[config.mk]
export PLATFORM = sky130hd
export DESIGN_NAME = sorted_priority_queue_core
export DESIGN_NICKNAME = d
export VERILOG_FILES = /design/src/hw/rtl/spq_pkg.sv /design/src/hw/rtl/spq_cell.sv /design/src/hw/rtl/sorted_priority_queue_core.sv
export SDC_FILE = /design/constraint.sdc
export NUM_CORES = 2
export LEC_CHECK = 0
export ABC_AREA = 1
export ABC_CLOCK_PERIOD_IN_PS = 5200
export BUFFER_PORTS_ARGS = -buffer_cell sky130_fd_sc_hd__buf_2
export CAP_MARGIN = 25
export CORE_UTILIZATION = 64
export CTS_BUF_LIST = sky130_fd_sc_hd__clkbuf_16
export CTS_CLUSTER_DIAMETER = 80
export CTS_CLUSTER_SIZE = 24
export DETAILED_ROUTE_END_ITERATION = 7
export HOLD_SLACK_MARGIN = 0.02
export PLACE_DENSITY = 0.88
export SYNTH_ARGS = -nofsm -noshare
export SYNTH_HDL_FRONTEND = slang
export SYNTH_SLANG_ARGS = --single-unit
[constraint.sdc]
create_clock -name i_clk -period 5.2 [get_ports i_clk]
set_input_delay 0.52 -clock i_clk [delete_from_list [all_inputs] [get_ports i_clk]]
set_output_delay 0.52 -clock i_clk [all_outputs]
set_load 0.05 [all_outputs]
[src/hw/rtl/spq_pkg.sv]
// spq_pkg: shared types and constants for the sorted priority queue
// holds the entry type, cell control struct and command codes
// no dependencies
package spq_pkg;

    localparam int CAPACITY = 16;
    localparam int CNT_W    = $clog2(CAPACITY + 1);
    localparam int DATA_W   = 16;
    localparam int COUNT_W  = 5;

    localparam logic CMD_INSERT = 1'b0;
    localparam logic CMD_REMOVE = 1'b1;

    typedef struct packed {
        logic signed [DATA_W-1:0] prio;
        logic signed [DATA_W-1:0] payload;
    } t_entry;

    // per-cell control, one copy for each cell
    typedef struct packed {
        logic insert;
        logic remove;
        logic occupied;
        logic at_tail;
    } t_cell_ctl;

endpackage

[src/hw/rtl/spq_cell.sv]
// spq_cell: one slot of the sorted queue, holds an entry and shifts it
// to a neighbour on insert or remove
// depends on spq_pkg
module spq_cell (
    input  logic               i_clk,
    input  spq_pkg::t_cell_ctl i_ctl,
    input  spq_pkg::t_entry    i_new,
    input  spq_pkg::t_entry    i_left,
    input  logic               i_left_ge,
    input  spq_pkg::t_entry    i_right,
    output spq_pkg::t_entry    o_entry,
    output spq_pkg::t_entry    o_next,
    output logic               o_ge
);
    import spq_pkg::*;

    t_entry r_entry;
    t_entry n_entry;

    // stored entry not below the new priority: it moves one place up
    assign o_ge = i_ctl.occupied && (r_entry.prio >= i_new.prio);

    always_comb begin
        n_entry = r_entry;
        if (i_ctl.insert) begin
            if (i_left_ge) begin
                n_entry = i_left;
            end else if (o_ge || i_ctl.at_tail) begin
                n_entry = i_new;
            end
        end else if (i_ctl.remove) begin
            n_entry = i_right;
        end
    end

    always_ff @(posedge i_clk) begin
        r_entry <= n_entry;
    end

    assign o_entry = r_entry;
    assign o_next  = n_entry;

endmodule

[src/hw/rtl/sorted_priority_queue_core.sv]
// sorted_priority_queue_core: shift-register priority queue, one word per cycle unless the result output stalls
// result: registered, shown in the cycle after the word is accepted
// throughput: one insert or remove per cycle while the output is not stalled, all cells compare in parallel
// reset: count and output valid cleared; slot contents are left as they are
// depends on spq_pkg and spq_cell
module sorted_priority_queue_core (
    input  logic               i_clk,
    input  logic               i_rst_n,
    input  logic               i_in_valid,
    output logic               o_in_ready,
    input  logic               i_command,
    input  logic signed [15:0] i_new_priority,
    input  logic signed [15:0] i_new_payload,
    output logic               o_out_valid,
    input  logic               i_out_ready,
    output logic signed [15:0] o_removed_priority,
    output logic signed [15:0] o_removed_payload,
    output logic               o_removed_valid,
    output logic signed [15:0] o_head_priority,
    output logic signed [15:0] o_head_payload,
    output logic               o_head_valid,
    output logic [4:0]         o_entry_count,
    output logic               o_insert_dropped
);
    import spq_pkg::*;

    logic [CNT_W-1:0] r_count;
    logic [CNT_W-1:0] n_count;
    logic             r_out_valid;

    logic             accept;
    logic             full;
    logic             empty;
    logic             do_insert;
    logic             do_remove;
    t_entry           new_entry;

    t_cell_ctl        ctl   [CAPACITY];
    t_entry           cur   [CAPACITY];
    t_entry           nxt   [CAPACITY];
    logic             ge    [CAPACITY];

    assign o_in_ready = !r_out_valid || i_out_ready;
    assign accept     = i_in_valid && o_in_ready;
    assign full       = (r_count == CNT_W'(CAPACITY));
    assign empty      = (r_count == '0);
    assign do_insert  = accept && (i_command == CMD_INSERT) && !full;
    assign do_remove  = accept && (i_command == CMD_REMOVE) && !empty;
    assign new_entry  = '{prio: i_new_priority, payload: i_new_payload};

    for (genvar i = 0; i < CAPACITY; i++) begin : g_cell
        t_entry left_entry;
        t_entry right_entry;
        logic   left_ge;

        assign ctl[i] = '{insert:   do_insert,
                          remove:   do_remove,
                          occupied: (r_count > CNT_W'(i)),
                          at_tail:  (r_count == CNT_W'(i))};

        if (i == 0) begin : g_first
            assign left_entry = new_entry;
            assign left_ge    = 1'b0;
        end else begin : g_mid
            assign left_entry = cur[i-1];
            assign left_ge    = ge[i-1];
        end

        if (i == CAPACITY - 1) begin : g_last
            assign right_entry = cur[i];
        end else begin : g_inner
            assign right_entry = cur[i+1];
        end

        spq_cell u_cell (
            .i_clk     (i_clk),
            .i_ctl     (ctl[i]),
            .i_new     (new_entry),
            .i_left    (left_entry),
            .i_left_ge (left_ge),
            .i_right   (right_entry),
            .o_entry   (cur[i]),
            .o_next    (nxt[i]),
            .o_ge      (ge[i])
        );
    end

    always_comb begin
        n_count = r_count;
        if (do_insert) begin
            n_count = r_count + CNT_W'(1);
        end else if (do_remove) begin
            n_count = r_count - CNT_W'(1);
        end
    end

    always_ff @(posedge i_clk) begin
        if (!i_rst_n) begin
            r_count     <= '0;
            r_out_valid <= 1'b0;
        end else begin
            r_count <= n_count;
            if (accept) begin
                r_out_valid <= 1'b1;
            end else if (i_out_ready) begin
                r_out_valid <= 1'b0;
            end
        end
    end

    logic signed [15:0]   r_removed_priority;
    logic signed [15:0]   r_removed_payload;
    logic                 r_removed_valid;
    logic signed [15:0]   r_head_priority;
    logic signed [15:0]   r_head_payload;
    logic                 r_head_valid;
    logic [COUNT_W-1:0]   r_entry_count;
    logic                 r_insert_dropped;
    logic [CNT_W+COUNT_W-1:0] count_ext;

    // count reported modulo 32
    assign count_ext = {{COUNT_W{1'b0}}, n_count};

    always_ff @(posedge i_clk) begin
        if (accept) begin
            if (do_remove) begin
                r_removed_priority <= cur[0].prio;
                r_removed_payload  <= cur[0].payload;
            end else begin
                r_removed_priority <= -16'sd1;
                r_removed_payload  <= -16'sd1;
            end
            r_removed_valid <= do_remove;
            if (n_count != '0) begin
                r_head_priority <= nxt[0].prio;
                r_head_payload  <= nxt[0].payload;
                r_head_valid    <= 1'b1;
            end else begin
                r_head_priority <= '0;
                r_head_payload  <= '0;
                r_head_valid    <= 1'b0;
            end
            r_entry_count    <= count_ext[COUNT_W-1:0];
            r_insert_dropped <= (i_command == CMD_INSERT) && full;
        end
    end

    assign o_out_valid        = r_out_valid;
    assign o_removed_priority = r_removed_priority;
    assign o_removed_payload  = r_removed_payload;
    assign o_removed_valid    = r_removed_valid;
    assign o_head_priority    = r_head_priority;
    assign o_head_payload     = r_head_payload;
    assign o_head_valid       = r_head_valid;
    assign o_entry_count      = r_entry_count;
    assign o_insert_dropped   = r_insert_dropped;

endmodule

-- Yosys cells after proc, flatten, opt, wreduce, memory -nomap -nowiden
Index checks and enable logic that the tools add are counted.
- register bits: 590
- input bits: 37
- word-level logic and storage cells: 235
- $add $sub $neg: 2
- $lt $le $gt $ge: 32
- eq/ne operators: 30
- multiplexer cells: 66
- bitwise gates (word level): 1
- reduce and logical (&&, ||, !) cells: 62
- operator list (operator ; number):
    $mux 32 ; 61
    $ge 16x16->1 ; 16
    $ne 3x1->1 const B ; 14
    $eq 5x4->1 const B ; 8
    $gt 5x4->1 const B ; 8
    $reduce_and 2->1 ; 15
    $logic_and 1x1->1 ; 22
    $eq 5x3->1 const B ; 4
    $gt 5x3->1 const B ; 4
    $logic_or 1x1->1 ; 17
    $eq 5x2->1 const B ; 2
    $gt 5x1->1 const B ; 2
    $gt 5x2->1 const B ; 2
    $mux 5 ; 2
    $reduce_bool 2->1 ; 3
    $add 5x1->5 const B ; 1
    $eq 5x1->1 const B ; 1
    $eq 5x5->1 const B ; 1
    $logic_not 5->1 ; 1
    $reduce_bool 5->1 ; 1
    $sub 5x1->5 const B ; 1
    $logic_not 1->1 ; 3
    $mux 1 ; 3
    $not 1->1 ; 1

-- Longest topological paths before layout
- depth after elaboration: 9
- gate-level depth with buffers: 16

-- Modules after synthesis
From an unflattened synthesis, not the netlist that was laid out.
- cell total of the unflattened synthesis: 7742
- area, all modules: 45217.1 um2
- modules (own cells, without submodules) (module ; instances ; cells each ; area each (um2) ; seq. area each (um2)):
    spq_cell (g_cell[0].u_cell ...) ; 9 ; 465 ; 2600.0 ; 640.6
    spq_cell (g_cell[3].u_cell ...) ; 7 ; 464 ; 2608.8 ; 640.6
    sorted_priority_queue_core ; 1 ; 309 ; 3555.9 ; 2282.2

-- Worst setup path after synthesis
No wires, ideal clock.
- path kind: flip-flop to flip-flop
- start point: register r_out_valid, in the netlist o_out_valid
- end point: register g_cell[10].u_cell.r_entry, in the netlist g_cell[10].u_cell.o_entry[0], enable pin
- arrival time: 4.673 ns
- setup slack: 0.105 ns
- cell stages (with the launch flop): 9
- path buffers: 1
- period minus slack after synthesis: 5.095 ns
- cells stage by stage: dfxtp_1 -> nand2_1 -> nand2_1 -> inv_1 -> nand3_2 -> nand2_2 -> inv_1 -> clkbuf_1 -> nor2_1
- word-level cells in the longest chain between the ends: 7
- RTL lines (what ; RTL line ; RTL):
    from (decl) ; sorted_priority_queue_core.sv:29 ; logic r_out_valid;
    from (signal assigned) ; sorted_priority_queue_core.sv:100 ; r_out_valid <= 1'b0;
    from (signal assigned) ; sorted_priority_queue_core.sv:104 ; r_out_valid <= 1'b1;
    from (signal assigned) ; sorted_priority_queue_core.sv:106 ; r_out_valid <= 1'b0;
    $logic_not 1->1 * ; sorted_priority_queue_core.sv:43 ; assign o_in_ready = !r_out_valid || i_out_ready;
    $logic_or 1x1->1 * ; sorted_priority_queue_core.sv:43 ;
    net o_in_ready ; sorted_priority_queue_core.sv:10 ; output logic o_in_ready,
    $logic_and 1x1->1 * ; sorted_priority_queue_core.sv:44 ; assign accept = i_in_valid && o_in_ready;
    net accept ; sorted_priority_queue_core.sv:31 ; logic accept;
    $logic_and 1x1->1, on equally long branches (2 in series) ; sorted_priority_queue_core.sv:47, sorted_priority_queue_core.sv:48 ;
    $ne 3x1->1 (no source line) / $reduce_bool 2->1 (equally long branches) ; -- ;
    $reduce_and 2->1 (no source line) * ; -- ;
    to (signal assigned) ; spq_cell.sv:37 ; r_entry <= n_entry;
    to (decl) ; spq_cell.sv:17 ; t_entry r_entry;
The timed path passes the listed nets; every way through them passes the cells marked *.
A chain may end at the register's enable or synchronous reset.

-- Final worst setup path
- start point: register r_count[1]
- end point: register g_cell[12].u_cell.r_entry, in the netlist g_cell[12].u_cell.o_entry[5], enable pin
- word-level cells in the longest chain between the ends: 5
- RTL lines (what ; RTL line ; RTL):
    from (decl) ; sorted_priority_queue_core.sv:27 ; logic [CNT_W-1:0] r_count;
    from (signal assigned) ; sorted_priority_queue_core.sv:102 ; r_count <= n_count;
    $gt 5x4->1 (tied with other cells) ; sorted_priority_queue_core.sv:58 ; occupied: (r_count > CNT_W'(i)),
    $logic_and 1x1->1 (tied with other cells) ; spq_cell.sv:21 ; assign o_ge = i_ctl.occupied && (r_entry.prio >= i_new.prio);
    $logic_or 1x1->1 (tied with other cells) ; spq_cell.sv:28 ; end else if (o_ge || i_ctl.at_tail) begin
    $ne 3x1->1 (no source line) / $reduce_bool 2->1 (equally long branches) ; -- ;
    $reduce_and 2->1 (no source line) * ; -- ;
    to (signal assigned) ; spq_cell.sv:37 ;
    to (decl) ; spq_cell.sv:17 ;
Every way passes the cells marked *; elsewhere a longest branch is shown, timed or not.

==> out/qor.txt <==
P per Cell Area - 379 nW/um^2
DR top layer - met4
Setup CP Type - reg2reg
Syn Inst Count - 4854
# port buffers - 110
Arrival time worst endpoint - 4.15 ns
DR WL/cell - 16.7 um
DRC violations left - 0
Placement Rows - 88
Main synth FF type - edfxtp_1
Sw frac - 39.7%
Mapped Area - 38000 sq um
Delay-heaviest family, CP - buffers and inverters
Number of detailed-routing iterations run before antenna repair - 6
HPWL Detailed - 66400 um
Worst Hold Launch - i_command
Hold EP - o_insert_dropped
Area contributors post-synth - edfxtp_1, nand2_1, nand3_1
RSZ-0062 raised after global routing - no
Slew @ Worst Pin - 0.996 ns
Fill cells - 4466
Hold WS - 0.217 ns
Max_slew headroom - 33.6%
CORE AREA - 58100 sq um
Flop2flop setup slack - 1.29 ns
Routability congestion estimate - 0.887
Fraction of registers with async set/reset - 0%
Combinational power share - 35.4%
Largest net degree at the start of global routing - 148
Average size of a mapped cell - 7.82 sq um
GR Util All Layers - 30.8%
Layout cell share with drive strength beyond 1 - 6.27%
Final worst clock skew - 0.0269 ns
Syn. warnings - 0
VDD IR max - 0.464 mV
Worst setup EP type - flip-flop
Seq cells post-synth - 590
Total negative slack - 0 ns
Final net count - 5102
Crit path cell chain - inv_1 -> ha_1 -> nand2_2 -> nand2_2 -> nand2_2 -> buf_4 -> inv_1 -> nor2_2 -> buf_4
Max Cap Violations - 0
Net Count, Synth - 5152
Setup Fix Bufs, Post-CTS - 0
Total leakage power - 19.2 nW
First-pass GRT wire length - 154000 um
Critical Path RT - 5.44 ns
Final setup vio count - 0
ANT cells - 0
Routed wl met2 - 44600 um
Post-synth top area cell - edfxtp_1
Max FO, Critical Path - 38
Switching pwr - 6.04 mW
Crit path time final - 3.91 ns
GRT overflow - 0
Vias in the first global route - 30700
CTS tree - done
Post-Place Setup Slack - 1.19 ns
FF-to-FF End - g_cell[12].u_cell.o_entry[5]
Starting DRT DRC Count - 3736
Yosys top cell area share - 43.7%
Clk root buf - clkbuf_16
Crit path max-delay cell type - dfxtp_1
H-tree levels - 2
Status - finished, final reports clean
Yosys cell types - 42
Crit-path max cell delay - 0.56 ns
Worst-Skew Late Latency - 0.60 ns
HP Class - in2reg
Final hold violations - 0
Crit start category - flip-flop
Routed vias/inst - 5.87
Die width - 246 um
Die area - 60300 sq um
Post-synth EDFFs - 552
RR Startpoint - r_count[1]
Met1 wire length - 39100 um
Hold-fix buffers, CTS - 0
CTS clk-pin slew, worst paths - 0.09 ns
Area grow syn2layout - 6.07%
Final WS setup - 1.29 ns
Hold path depth - 2
Max Buffers Root-to-Sink - 3
Sequential area share after synthesis - 45.7%
Reg2reg path depth - 9
Post-cts sizing count - 0
Sequential power share - 44.1%
Multi-input gate area - 17400 sq um
Ports - 111
CTS Sinks - 590
FF/Latch Area - 17300 sq um
Critical path buffer and inverter count - 4
Fmax - 256 MHz
Via Count - 32800
Pint - 9.20 mW
Met3 WL - 7360 um
Crit-path most repeated cell - nand2_2
Clock share of power - 20.5%
Die span in y - 246 um
DRT antenna net count - 0
Initial antenna violation count - 0
Final WL - 93600 um
PnR Total Power - 15.2 mW
Slew Limit Fails - 0
Initial Util - 65.3%
Final period util - 75.1%
CTS Buf Count - 35
## power groups by stage
stage | clock network, mW | registers, mW | logic [mW]
3_3_place_gp | 0 | 6.77 | 5.05
2_1_floorplan | 0 | 7.07 | 3.64
5_1_grt | 3.29 | 6.81 | 5.98
3_5_place_dp | 0 | 6.81 | 5.25
6_report | 3.12 | 6.72 | 5.40
4_1_cts | 3.14 | 6.71 | 5.30
## sequential cells by signal, indices dropped and copies added, names as in the netlist
name and flops:
o_out_valid 1, o_head_priority 16, o_entry_count 5, o_insert_dropped 1
o_head_payload 16, o_removed_priority 16, o_removed_payload 16, r_count 5
o_head_valid 1, g_cell.u_cell.o_entry 512, o_removed_valid 1
## synthesized netlist by cell type, types with 4 or more instances
cell	n
o21ai_1	11
dfxtp_1	38
clkbuf_1	209
nand4_1	62
nor2_1	151
ha_1	261
nand3b_1	102
nand3_1	891
nand2_1	1625
a21oi_1	157
inv_1	542
o22ai_1	32
o21ai_0	75
inv_2	4
nor3_1	9
buf_2	57
buf_1	30
o21a_1	8
a31oi_1	5
nand2_2	4
edfxtp_1	552
## area by class of cell
| cell class | instances | area share, % |
|---|---|---|
| multi-input cells | 3415 | 43.2 |
| flip-flops and latches | 590 | 43.1 |
| inverters | 547 | 5.12 |
| repair buffers | 215 | 3.46 |
| well taps | 765 | 2.38 |
| clock buffers | 37 | 2.30 |
| clock inverters | 25 | 0.510 |
## kinds of logic after synthesis
| group | count (synthesis) | share of synthesized area [%] |
|---|---|---|
| adder cells (fa/ha/maj) | 261 | 8.60 |
| buffers and inverters | 849 | 8.67 |
| AO/OA/AOI/OAI | 296 | 4.16 |
| XOR/XNOR | 3 | 0.0890 |
| AND/OR/NAND/NOR | 2855 | 32.8 |
| flip-flops | 590 | 45.7 |
## placed cells by master, fill, tap and decap left out, drive strengths merged
cell type	synthesis	routed
nand2	1630	1630
nand3	892	892
inv	546	559
edfxtp	552	552
ha	261	261
buf	93	215
a21oi	158	158
nor2	152	152
nand3b	102	102
o21ai	87	87
nand4	64	64
dfxtp	38	38
clkbuf	209	37
o22ai	33	33
nor3	10	10
clkinv	1	9
o21a	8	8
a31oi	5	5
o21bai	3	3
clkinvlp	0	3
xor2	3	3
and2	2	2
o211ai	2	2
nor3b	1	1
nand2b	1	1
nor4	1	1
bufinv	0	1
## metrics by stage
stage	instances	instance area (sq um)	util [%]
2_1_floorplan	4854	38000	-
3_3_place_gp	5530	39100	67.2
3_5_place_dp	5530	39100	67.2
4_1_cts	5592	40200	69.2
5_1_grt	5594	40300	69.3
6_report	5594	40300	69.3
## layer usage
metal  vias up  global-route usage [%]
li1      16000                       -
met1     15000                    42.1
met2      1623                    51.4
met3       196                    2.90
met4         0                    10.2
met5         -                       0
## worst max-delay path by stage
stage	from	to	slack [ns]	cells past startpoint
after floorplan	o_out_valid	g_cell[10].u_cell.o_entry[0]	0.11	8
after global placement	i_new_priority[1]	g_cell[12].u_cell.o_entry[7]	1.31	17
after detailed placement	i_new_priority[1]	g_cell[12].u_cell.o_entry[5]	1.19	17
after CTS	r_count[1]	g_cell[12].u_cell.o_entry[9]	1.46	9
after global routing	r_count[1]	g_cell[12].u_cell.o_entry[5]	1.21	9
final	r_count[1]	g_cell[12].u_cell.o_entry[5]	1.29	9
No activity file was read; power rests on OpenSTA's default activity.
